### src/hw/rtl/udiv_pkg.sv
// Shared types and constants for the 128-bit unsigned divider.
// Holds the controller/datapath command and status structs; no dependencies.
`timescale 1ns / 1ps

package udiv_pkg;

  localparam int HALF_W = 64;
  localparam int FULL_W = 2 * HALF_W;

  typedef struct packed {
    logic load;     // latch operands, clear partial remainder
    logic step;     // retire one quotient bit
    logic capture;  // copy results into the output registers
  } udiv_cmd_t;

  typedef struct packed {
    logic den_zero; // latched divisor was zero
  } udiv_status_t;

endpackage

### src/hw/rtl/udiv_datapath.sv
// Datapath of the divider: operand, partial remainder and result registers.
// Restoring shift-subtract step, one quotient bit per step. Uses udiv_pkg.
`timescale 1ns / 1ps

module udiv_datapath #(
  parameter int OPERAND_WIDTH = 128
) (
  input  logic                     clk,
  input  logic [63:0]              dividend_hi,
  input  logic [63:0]              dividend_lo,
  input  logic [63:0]              divisor_hi,
  input  logic [63:0]              divisor_lo,
  input  udiv_pkg::udiv_cmd_t      cmd,
  output udiv_pkg::udiv_status_t   status,
  output logic [63:0]              quotient_hi,
  output logic [63:0]              quotient_lo,
  output logic [63:0]              remainder_hi,
  output logic [63:0]              remainder_lo,
  output logic                     zero_divisor
);
  import udiv_pkg::*;

  localparam int W = OPERAND_WIDTH;

  logic [FULL_W-1:0] dividend_full;
  logic [FULL_W-1:0] divisor_full;
  logic [W-1:0]      num_in;
  logic [W-1:0]      den_in;

  // nq shifts dividend bits out the top and quotient bits in at the bottom
  logic [W-1:0]      nq;
  logic [W-1:0]      rem;
  logic [W-1:0]      den;
  logic              zflag;

  logic [W:0]        shifted;
  logic [W+1:0]      trial;
  logic              ge;
  logic [W-1:0]      rem_next;
  logic [W-1:0]      nq_next;

  logic [FULL_W-1:0] quo_out;
  logic [FULL_W-1:0] rem_out;
  logic              zero_out;

  assign dividend_full = {dividend_hi, dividend_lo};
  assign divisor_full  = {divisor_hi, divisor_lo};
  assign num_in        = dividend_full[W-1:0];
  assign den_in        = divisor_full[W-1:0];

  always_comb begin
    shifted  = {rem, nq[W-1]};
    trial    = {1'b0, shifted} - {2'b00, den};
    ge       = ~trial[W+1];
    rem_next = ge ? trial[W-1:0] : shifted[W-1:0];
    nq_next  = {nq[W-2:0], ge};
  end

  always_ff @(posedge clk) begin
    if (cmd.load) begin
      nq    <= num_in;
      den   <= den_in;
      rem   <= '0;
      zflag <= (den_in == '0);
    end else if (cmd.step) begin
      nq  <= nq_next;
      rem <= rem_next;
    end
    if (cmd.capture) begin
      // zero divisor: all-ones quotient, dividend (never stepped) as remainder
      quo_out  <= zflag ? FULL_W'({W{1'b1}}) : FULL_W'(nq);
      rem_out  <= zflag ? FULL_W'(nq) : FULL_W'(rem);
      zero_out <= zflag;
    end
  end

  assign status.den_zero = zflag;

  assign quotient_hi  = quo_out[FULL_W-1:HALF_W];
  assign quotient_lo  = quo_out[HALF_W-1:0];
  assign remainder_hi = rem_out[FULL_W-1:HALF_W];
  assign remainder_lo = rem_out[HALF_W-1:0];
  assign zero_divisor = zero_out;

endmodule

### src/hw/rtl/udiv_ctrl.sv
// Controller of the divider: sequences load, the division steps and capture.
// Drives the datapath through udiv_pkg command/status structs.
`timescale 1ns / 1ps

module udiv_ctrl #(
  parameter int OPERAND_WIDTH = 128
) (
  input  logic                    clk,
  input  logic                    rst,
  input  logic                    start,
  input  udiv_pkg::udiv_status_t  status,
  output udiv_pkg::udiv_cmd_t     cmd,
  output logic                    busy,
  output logic                    done
);
  import udiv_pkg::*;

  localparam int CNT_W = $clog2(OPERAND_WIDTH);
  localparam logic [CNT_W-1:0] LAST_STEP = CNT_W'(OPERAND_WIDTH - 1);

  typedef enum logic [1:0] {
    S_IDLE,
    S_RUN,
    S_FIN
  } state_t;

  state_t           state;
  logic [CNT_W-1:0] cnt;

  always_comb begin
    cmd.load    = start && (state == S_IDLE);
    cmd.step    = (state == S_RUN) && !status.den_zero;
    cmd.capture = (state == S_FIN);
  end

  assign busy = (state != S_IDLE);

  always_ff @(posedge clk) begin
    if (rst) begin
      state <= S_IDLE;
      cnt   <= '0;
      done  <= 1'b0;
    end else begin
      done <= 1'b0;
      case (state)
        S_IDLE: begin
          if (start) begin
            cnt   <= '0;
            state <= S_RUN;
          end
        end
        S_RUN: begin
          if (status.den_zero || cnt == LAST_STEP) begin
            state <= S_FIN;
          end else begin
            cnt <= cnt + 1'b1;
          end
        end
        S_FIN: begin
          done  <= 1'b1;
          state <= S_IDLE;
        end
        default: begin
          state <= S_IDLE;
        end
      endcase
    end
  end

  a_accept_busy: assert property (@(posedge clk) disable iff (rst)
    (start && !busy) |=> busy)
    else $error("accepted transaction did not raise busy");

  a_fin_done: assert property (@(posedge clk) disable iff (rst)
    (state == S_FIN) |=> done)
    else $error("capture not followed by done strobe");

  a_done_src: assert property (@(posedge clk) disable iff (rst)
    done |-> $past(state == S_FIN))
    else $error("done strobe without capture");

  a_no_step_zero: assert property (@(posedge clk) disable iff (rst)
    cmd.step |-> !status.den_zero && !cmd.load && !cmd.capture)
    else $error("step issued on zero divisor or with another command");

endmodule

### src/hw/rtl/u128_unsigned_divider.sv
// Top level of the 128-bit unsigned divider.
// Instantiates udiv_ctrl and udiv_datapath; uses udiv_pkg.
`timescale 1ns / 1ps

// Usage
//   Command channel: drive the four operand halves and raise start while busy
//   is low; the transaction is taken at that clock edge. Operand bits at and
//   above OPERAND_WIDTH are ignored.
//   Result channel: done is high for exactly one cycle, with quotient,
//   remainder and zero_divisor valid in that cycle. The receiver cannot stall;
//   sample the results while done is high (they also hold until the next
//   transaction finishes).
//   The operands are loaded at the accepting edge, then the shift-subtract
//   loop retires one quotient bit per cycle, and the results are captured as
//   done is raised. A zero divisor skips the loop.
//   Busy stays high through the loop and the capture, so a new transaction
//   can be taken in the done cycle.
//   Zero divisor: zero_divisor is set, the quotient is all ones within
//   OPERAND_WIDTH bits and the remainder is the dividend.
//   Reset (rst, synchronous): return to idle and drop any transaction in
//   flight; no done strobe follows for it.
module u128_unsigned_divider #(
  parameter int OPERAND_WIDTH = 128
) (
  input  logic        clk,
  input  logic        rst,
  input  logic        start,
  output logic        busy,
  input  logic [63:0] dividend_hi,
  input  logic [63:0] dividend_lo,
  input  logic [63:0] divisor_hi,
  input  logic [63:0] divisor_lo,
  output logic        done,
  output logic [63:0] quotient_hi,
  output logic [63:0] quotient_lo,
  output logic [63:0] remainder_hi,
  output logic [63:0] remainder_lo,
  output logic        zero_divisor
);
  import udiv_pkg::*;

  udiv_cmd_t    cmd;
  udiv_status_t status;

  // Sequence load, one step per quotient bit, then capture and strobe.
  udiv_ctrl #(
    .OPERAND_WIDTH (OPERAND_WIDTH)
  ) u_ctrl (
    .clk    (clk),
    .rst    (rst),
    .start  (start),
    .status (status),
    .cmd    (cmd),
    .busy   (busy),
    .done   (done)
  );

  // Hold operands, partial remainder and the output registers.
  udiv_datapath #(
    .OPERAND_WIDTH (OPERAND_WIDTH)
  ) u_datapath (
    .clk          (clk),
    .dividend_hi  (dividend_hi),
    .dividend_lo  (dividend_lo),
    .divisor_hi   (divisor_hi),
    .divisor_lo   (divisor_lo),
    .cmd          (cmd),
    .status       (status),
    .quotient_hi  (quotient_hi),
    .quotient_lo  (quotient_lo),
    .remainder_hi (remainder_hi),
    .remainder_lo (remainder_lo),
    .zero_divisor (zero_divisor)
  );

endmodule
### config.mk
export PLATFORM = sky130hd
export DESIGN_NAME = u128_unsigned_divider
export DESIGN_NICKNAME = d
export VERILOG_FILES = /design/src/hw/rtl/udiv_pkg.sv /design/src/hw/rtl/udiv_datapath.sv /design/src/hw/rtl/udiv_ctrl.sv /design/src/hw/rtl/u128_unsigned_divider.sv
export SDC_FILE = /design/constraint.sdc
export NUM_CORES = 1
export LEC_CHECK = 0
export BUFFER_PORTS_ARGS = -buffer_cell sky130_fd_sc_hd__buf_2
export CORE_MARGIN = 5
export CORE_UTILIZATION = 62
export CTS_CLUSTER_SIZE = 30
export DETAILED_ROUTE_END_ITERATION = 7
export HOLD_SLACK_MARGIN = 0.06
export PLACE_DENSITY_LB_ADDON = 0.08
export SKIP_LAST_GASP = 1
export SYNTH_ARGS = -nofsm -noshare
export SYNTH_HDL_FRONTEND = slang
export SYNTH_SLANG_ARGS = --single-unit
### constraint.sdc
create_clock -name clk -period 21.7 [get_ports clk]
set_input_delay 4.34 -clock clk [delete_from_list [all_inputs] [get_ports clk]]
set_output_delay 4.34 -clock clk [all_outputs]
set_load 0.05 [all_outputs]
After elaboration in Yosys (flattened, before gate mapping)
Index checks and enable logic that the tools add are counted.
- reduce and logical (&&, ||, !) cells: 11
- add/sub/neg operators: 2
- bitwise logic cells: 1
- multipliers: 0
- muxes and demuxes: 11
- shift-type cells: 0
- divide/modulo/power cells: 0
- equality and inequality tests: 6
- order comparisons: 0
- operators by type and width (operator ; number):
    $mux W128 ; 4
    $sub A129 B128 Y130 ; 1
    $logic_not A128 Y1 ; 1
    $mux W7 ; 2
    $pmux W7 S2 ; 1
    $add A7 B1 Y7 const B ; 1
    $eq A7 B7 Y1 const B ; 1
    $ne A2 B2 Y1 const B ; 3
    $reduce_bool A2 Y1 ; 3
    $mux W2 ; 2
    $pmux W2 S2 ; 1
    $reduce_and A3 Y1 ; 1
    $eq A2 B1 Y1 const B ; 1
    $eq A2 B2 Y1 const B ; 1
    $logic_and A1 B1 Y1 ; 2
    $logic_not A2 Y1 ; 1
    $reduce_and A2 Y1 ; 1
    $logic_not A1 Y1 ; 1
    $logic_or A1 B1 Y1 ; 1
    $mux W1 ; 1
    $not A1 Y1 ; 1
- memory bits (writable): 0
- bits in latches: 0
- output and inout port bits: 259
- memories: 0
- register bits: 652
- logic and storage cells: 41
- input bits: 259
- bits in read-only memories: 0

Logic depth before layout (Yosys ltp)
Gate-level depths: netlist of the first run.
- word-level depth: 4
- gate-level depth with buffers: 18
- depth with buffers taken out: 16

Modules after synthesis
A second synthesis of the first run with hierarchy kept.
- cells, all modules: 3250
- area, all modules: 34872.2 um^2
- by module, submodules not included (module ; cells an instance ; area each (um^2) ; times used ; sequential area each (um^2)):
    udiv_datapath ; 3201 ; 34395.5 ; 1 ; 17997.3
    udiv_ctrl ; 49 ; 476.7 ; 1 ; 200.2

Worst setup path after synthesis of the first run
Ideal clock, no wire load.
- kind: register to register
- start: register u_ctrl.state[1]
- end: register u_datapath.quo_out[0], enable pin
- path slack: 9.151 ns
- period minus slack after synthesis: 12.549 ns
- stages on the path, launching flop included: 2
- buffers on the path: 0
- setup time: 0.911 ns
- required time: 20.789 ns
- arrival time: 11.637 ns
- path through: dfxtp_1 > nor2b_1
- RTL lines (what ; line ; text):
    from (decl) ; udiv_ctrl.sv:27 ; state_t state;
    from (signal assigned) ; udiv_ctrl.sv:40 ; state <= S_IDLE;
    from (signal assigned) ; udiv_ctrl.sv:49 ; state <= S_RUN;
    from (signal assigned) ; udiv_ctrl.sv:54 ; state <= S_FIN;
    to (signal assigned) ; udiv_datapath.sv:71 ; quo_out <= zflag ? FULL_W'({W{1'b1}}) : FULL_W'(nq);
    to (decl) ; udiv_datapath.sv:42 ; logic [FULL_W-1:0] quo_out;

Final worst setup path of the first run
- start: input port start
- end: register u_datapath.rem[32]
- cells in the longest elaborated chain, start to end: 1
- RTL lines (what ; line ; text):
    from (decl) ; u128_unsigned_divider.sv:27 ; input logic start,
    $logic_and A1 B1 Y1 ; udiv_ctrl.sv:31 ; cmd.load = start && (state == S_IDLE);
    to (signal assigned) ; udiv_datapath.sv:67 ; rem <= rem_next;
    to (decl) ; udiv_datapath.sv:32 ; logic [W-1:0] rem;
Every way passes these cells.
A chain may end at the register's enable or synchronous reset.

==> results of run 1 <==
cell usage in the layout (no fill, tap or decap), types with 8 or more instances in the layout:
| master | netlist | layout |
|---|---|---|
| clkbuf_1 | 124 | 17 |
| xor2_1 | 40 | 40 |
| o31ai_1 | 14 | 14 |
| buf_4 | 1 | 17 |
| buf_2 | 27 | 517 |
| o21ai_0 | 99 | 99 |
| clkinv_2 | 0 | 13 |
| a22oi_1 | 25 | 25 |
| or3_1 | 14 | 14 |
| a21oi_1 | 211 | 211 |
| ha_1 | 129 | 129 |
| mux2_2 | 126 | 126 |
| edfxtp_1 | 514 | 514 |
| a31oi_1 | 14 | 14 |
| nand2b_1 | 15 | 15 |
| o21a_1 | 22 | 22 |
| nand3_1 | 17 | 17 |
| nand4_1 | 66 | 66 |
| o21bai_1 | 37 | 37 |
| nor2_1 | 118 | 116 |
| clkbuf_16 | 0 | 70 |
| o21ai_1 | 156 | 156 |
| a221o_1 | 8 | 8 |
| nor2b_1 | 13 | 12 |
| xnor2_1 | 86 | 86 |
| nor3_1 | 26 | 26 |
| or2_2 | 134 | 133 |
| inv_1 | 181 | 179 |
| a21o_1 | 52 | 52 |
| mux2i_1 | 60 | 60 |
| nor4_1 | 41 | 41 |
| nand2_1 | 642 | 640 |
| dfxtp_1 | 138 | 138 |
logic make-up (layout without fill, tap and decap cells):
family,after synthesis,in the layout,share of synthesized area [%]
other cells,0,4,0
mux,186,186,6.00
simple gates,1121,1121,15.2
xor+xnor,126,126,3.28
compound gates,713,713,12.7
flops,652,652,54.1
buf+inv,340,840,3.90
fa+ha+maj,130,130,4.85
stage by stage:
stage / setup slack, ps / power (mW)
6_report: 14660 / 3.53
3_3_place_gp: 14290 / 2.32
4_1_cts: 14760 / 3.53
3_5_place_dp: 14140 / 2.35
5_1_grt: 14500 / 3.67
2_1_floorplan: 9150 / 2.13
worst paths after layout:
kind / startpoint / end / cells after the start
worst min-delay path: u_datapath.rem[47] / u_datapath.rem[47] / 2
worst max-delay path: start / u_datapath.rem[32] / 8
worst max register to register: u_datapath.den[82] / u_datapath.rem[35] / 17
worst min register to register: u_datapath.rem[47] / u_datapath.rem[47] / 2
sequential cells by signal, summed over array words and instances (netlist names):
register / cells
u_ctrl.state: 2
u_datapath.status: 1
u_datapath.den: 128
u_ctrl.cnt: 7
u_datapath.zero_divisor: 1
u_ctrl.done: 1
u_datapath.nq: 128
u_datapath.rem: 128
u_datapath.quo_out: 128
u_datapath.rem_out: 128
power by group:
part | total (mW) | internal [mW] | switching, mW
registers | 1.56 | 1.48 | 0.0792
logic | 0.774 | 0.273 | 0.501
clock network | 1.19 | 0.698 | 0.493
total | 3.53 | 2.46 | 1.07
tightest hold or removal path, stage by stage, from the launching register on:
cell and delay (ps):
dfxtp_1 340, nand2_1 60, o21ai_1 50
final cells by class:
type	instances	area [µm²]
sequential	652	18200
fill	3699	14800
multi-input combinational	2276	14200
timing repair buffer	535	2740
clock buffer	92	1880
tap	696	871
inverter	181	692
clock inverter	32	384
antenna	4	10.0
routing by layer:
| metal | vias up | global-route usage, % |
|---|---|---|
| met5 | - | 0 |
| met1 | 13100 | 44.3 |
| met2 | 1284 | 51.8 |
| li1 | 12600 | - |
| met3 | 188 | 6.70 |
| met4 | 4 | 9.41 |
==> impl_results.md, run 1 <==
- Result of the run: finished clean
- Number of distinct library cell variants in the gate-level netlist after synthesis: between 70 and 80
- Setup TNS: 0 ps
- Type of the most critical hold path: register to register
- Sum of net half-perimeters after detailed placement: approximately 70 mm
- Cell at the root of the clock tree: clkbuf_16
- Post-CTS Hold Buffers: 0
- Worst slew pin tran: between 1000 and 1500 ps
- Most common cell in the netlist: nand2_1
- EDFF count, synth: approximately 500
- CP cell instances: buf_2 > nand2_4 > inv_8 > nor2_4 > buf_4 > buf_4 > nand2_1 > o21ai_1
- Worst Path Arrival: around 7600 ps
- Max Clock Skew: between 20 and 30 ps
- Clock tree from TritonCTS: yes
- Total clock buffers created by CTS: between 60 and 70
- Buffer depth of the longest clock path: 3
- Pre-Repair DR Iteration Count: 7
- Final hold slack: about 500 ps
- # nets final: between 4000 and 5000
- Final core occ: between 70% and 80%
- Top cells by count, synth: 642 x nand2_1, 514 x edfxtp_1, 211 x a21oi_1
- Number of antenna violations at the first check in global routing: 6
- Die width: roughly 240 µm
- Core Rows: 85
- Total congestion overflow after global routing: 0
- Clock-pin slew reported for the worst setup and hold paths after clock tree synthesis: approximately 60 ps
- Syn Inst Count: ~3300
- CP Data Required Time: approximately 22000 ps
- Largest cells by area after synthesis: edfxtp_1 46%, dfxtp_1 8.2%, nand2_1 7.2%
- Cell class contributing the biggest share of worst-path delay: buffers and inverters
- Ys flop type: edfxtp_1
- Final setup violation count: 0
- Register area share after synthesis: 54.1%
- Async set-or-reset flop fraction in the synthesized netlist: 0%
- Post-synthesis area per instance: between 10 and 15 µm²
- Reg-to-reg slack, setup: ~16000 ps
- Final critical delay including setup and external delays: around 7000 ps
- Routed via count divided by cell count: roughly 6.1
- Headroom to the max-slew limit: 26.5%
- Combined area of all synthesized cells: between 30000 and 40000 µm²
- Std-Cell Core Area: ~54000 µm²
- Post-Place Cell Area: around 37000 µm²
- Setup CP Type: input port to register
- Total number of vias: approximately 27000
- Die H: 243 µm
- Buffers and inverters on the worst path: 4
- Number of DRC markers in iteration 0: ~2600
- Number of standard cells in the layout, taps in and fillers out: 4468
- Count of boundary I/O pins: slightly above 500
- Largest net degree at the start of global routing: 183
- Uppermost layer routed: met5
- Share of the clock period used by the worst path after layout: 32.4%
- CP Max Fanout: 104
- Synth area leader: edfxtp_1
- Startpoint Class: input port
- Share of post-route cells with drive strength above 1: roughly a quarter
- Met2 routed WL: 46.0 mm
- Routed wire per std cell: 22.0 µm
- Signed area change from the synthesized netlist to the final layout: 15.7%
- H-tree level count: 3
- Maximum frequency from static timing analysis: ~140 MHz
- Vias in the first global route: 27000
- Full die area: approximately 59000 µm²
- Clock Latency Late Sink: between 600 and 700 ps
- Max_cap viols: 0
- Count of nets left with antenna violations after detail routing: 0
- Power Dens Cells: about 91 nW/µm²
- Effective utilization at floorplan: a little over three fifths
- Synth warn: 0
- Number of slew-limit violations in the final report: 0
- Worst-path cell with the longest stage delay: buf_4
- Number of cells after detailed placement: about 4300
- Wire length of the first global-routing pass: ~150 mm
- Worst vdd ir: about 0.000086 V
- Post-CTS Setup Repair Bufs: 0
- Hold violation total from the final report: 0
- Total routed wirelength: between 90 and 100 mm
- # port buffers: slightly above 500
- Detailed route wirelength on metal3: around 8.4 mm
- Syn_nets: approximately 3700
- Post_cts resized: 0
- CP Capture Type: register
- Crit-path most repeated cell: buf_4
- RSZ-0062 raised after global routing: false
- Proportion of netlist area held by the largest area contributor: 45.8%
- Final design instance area without fill: 39000 µm²
- Final Wtd Congestion: 0.949
- Leakage: around 16 nW
- Delay of the slowest cell on the worst path: ~760 ps
- Flop and latch count out of synthesis: 652
- M1 WL: around 40 mm
- Final routed DRC violation total: 0
- Sinks on Clock Net: 652
- Overall routing resource usage: about 32%
(Power assumes the default switching activity.)
==> inputs of run 2 (changes only) <==
- CORE_UTILIZATION: 62 -> 52
- clock period: 21.7 -> 6.3 ns (I/O delays scaled with it)
==> impl_results.md, run 2 (synthesis gave the netlist of run 1 again) <==
- Result of the run: finished clean
- Max_cap viols: 0
- Hold-critical path endpoint: u_datapath.rem[39]
- Overall routing resource usage: between 20% and 30%
- CP Capture Type: register
- Filler instances: between 5000 and 6000
- Setup CP Type: register to register
- Total number of vias: 26500
- Headroom to the max-slew limit: 8.55%
- Max Clock Skew: roughly 29 ps
- Worst slew pin tran: 1340 ps
- Maximum frequency from static timing analysis: between 200 and 250 MHz
- Startpoint Class: register
- Pre-Repair DR Iteration Count: 6
- Final routed DRC violation total: 0
- Die width: 264 µm
- Power Dens Cells: roughly 310 nW/µm²
- Total clock buffers created by CTS: 71
- Clock Latency Late Sink: 610 ps
- Clock tree from TritonCTS: yes
- Count of nets left with antenna violations after detail routing: 0
- Min-Delay Path Depth: 2
- Routed via count divided by cell count: about 5.7
- Count of boundary I/O pins: 518
- Setup TNS: 0 ps
- Wire length of the first global-routing pass: 154 mm
- Post-CTS Hold Buffers: 0
- # nets final: between 4000 and 5000
- Total congestion overflow after global routing: 0
- Worst vdd ir: ~0.00023 V
- Crit Reg-Reg Startpoint: u_datapath.nq[127]
- Number of DRC markers in iteration 0: 2258
- Number of slew-limit violations in the final report: 0
- Cell at the root of the clock tree: clkbuf_16
- Most frequent standard cell in the layout excluding fill and tap cells: nand2_1
- Final Wtd Congestion: approximately 0.97
- Signed area change from the synthesized netlist to the final layout: 16.5%
- Total routed wirelength: around 100 mm
- Final critical delay including setup and external delays: just under 5000 ps
- Post-CTS Setup Repair Bufs: 0
- Full die area: 69900 µm²
- Sum of net half-perimeters after detailed placement: around 75 mm
- Reg-to-reg slack, setup: ~1400 ps
- Post_cts resized: 0
- Logic depth of the worst register-to-register path: 16
- Hold violation total from the final report: 0
- Final setup violation count: 0
- Origin of the worst min-delay path: u_datapath.rem[39]
- Vias in the first global route: about 26000
- Routed wire per std cell: 21.6 µm
- Buffer depth of the longest clock path: 3
- # port buffers: just over 500
- Type of the most critical hold path: register to register
- Area used by multi-input combinational logic: 14200 µm²
- Commonest cells after routing, fill and taps aside: 641 x nand2_1, 517 x buf_2, 514 x edfxtp_1
- CP Data Required Time: approximately 6800 ps
- RSZ-0062 raised after global routing: false
- Final hold slack: roughly 480 ps
- Register area: between 15000 and 20000 µm²
- Largest net degree at the start of global routing: 185
- Share of the clock period used by the worst path after layout: between 70% and 80%
- Share of post-route cells with drive strength above 1: 24.5%
- Destination of the worst register-to-register timing path: u_datapath.rem[122]
- Core Rows: 93
- Number of antenna violations at the first check in global routing: 5
- Effective utilization at floorplan: 52.3%
- Sinks on Clock Net: between 600 and 700
- Clock-pin slew reported for the worst setup and hold paths after clock tree synthesis: ~60 ps
- CP Max Fanout: 6
- Leakage: 16.2 nW
- Die H: around 260 µm
- H-tree level count: 3
- Std-Cell Core Area: about 64000 µm²
- Worst Path Arrival: ~5400 ps
run 2: changes by cell type in the layout (fill, tap and decap cells not counted), sizes merged:
cell,previous run,this run
buf,535,537
clkinvlp,3,1
clkinv,20,24
diode,4,5
bufinv,7,6
clkbuf,92,96
inv,183,184
run 2: worst max path at each step:
stage,start,end,slack [ps],depth (start not counted)
2_1_floorplan,start,u_datapath.den[0],590,3
3_3_place_gp,u_datapath.den[6],u_datapath.rem[110],1590,15
3_5_place_dp,u_datapath.nq[127],u_datapath.rem[126],1480,16
4_1_cts,u_datapath.nq[127],u_datapath.rem[126],1440,16
5_1_grt,u_datapath.nq[127],u_datapath.rem[122],890,16
6_report,u_datapath.nq[127],u_datapath.rem[122],1410,16
run 2: metal layers:
metal	routed length, µm	share of wire, %	up-vias	track usage (%)
li1	-	-	12600	-
met1	44700	45	12800	39.4
met2	46000	46	961	43.9
met3	7350	7.3	138	5.43
met4	2120	2.1	4	6.63
met5	25	0.025	-	0
run 2: metrics by stage:
step | area [µm²] | utilization (%) | total power, mW | cells | setup slack, ps
after floorplan | 33700 | - | 7.32 | 3268 | 588
final | 39200 | 60.9 | 12.2 | 4636 | 1410
after global routing | 39200 | 60.9 | 12.7 | 4632 | 892
after detailed placement | 36900 | 57.3 | 8.11 | 4501 | 1480
after CTS | 39200 | 60.9 | 12.3 | 4631 | 1440
after global placement | 36900 | 57.3 | 8.08 | 4501 | 1590
run 2: area by class of cell:
| type | count | share of cell area (%) |
|---|---|---|
| flip-flops and latches | 652 | 46.4 |
| multi-input cells | 2276 | 36.2 |
| repair buffers | 537 | 7.01 |
| clock buffers | 96 | 4.96 |
| well taps | 855 | 2.73 |
| inverters | 181 | 1.76 |
| clock inverters | 34 | 0.900 |
| diodes | 5 | 0.0319 |
run 2: worst max-delay path, cell delays in order (launching register included):
cell       delay [ps]
edfxtp_1          430
inv_1              80
ha_1              190
fa_1              220
nor2b_1            70
o2111ai_1         260
a21oi_1           160
nor2_1            190
o22ai_1           120
o311ai_0          860
nand2_1           410
a21oi_1           600
o21ai_1           300
a41oi_1           480
o221ai_1          190
xnor2_1           160
o21ai_1            70
run 2: power by group:
group	switching (mW)	total, mW	internal [mW]
registers	0.262	5.38	5.11
clock network	1.73	4.16	2.42
logic	1.73	2.67	0.945
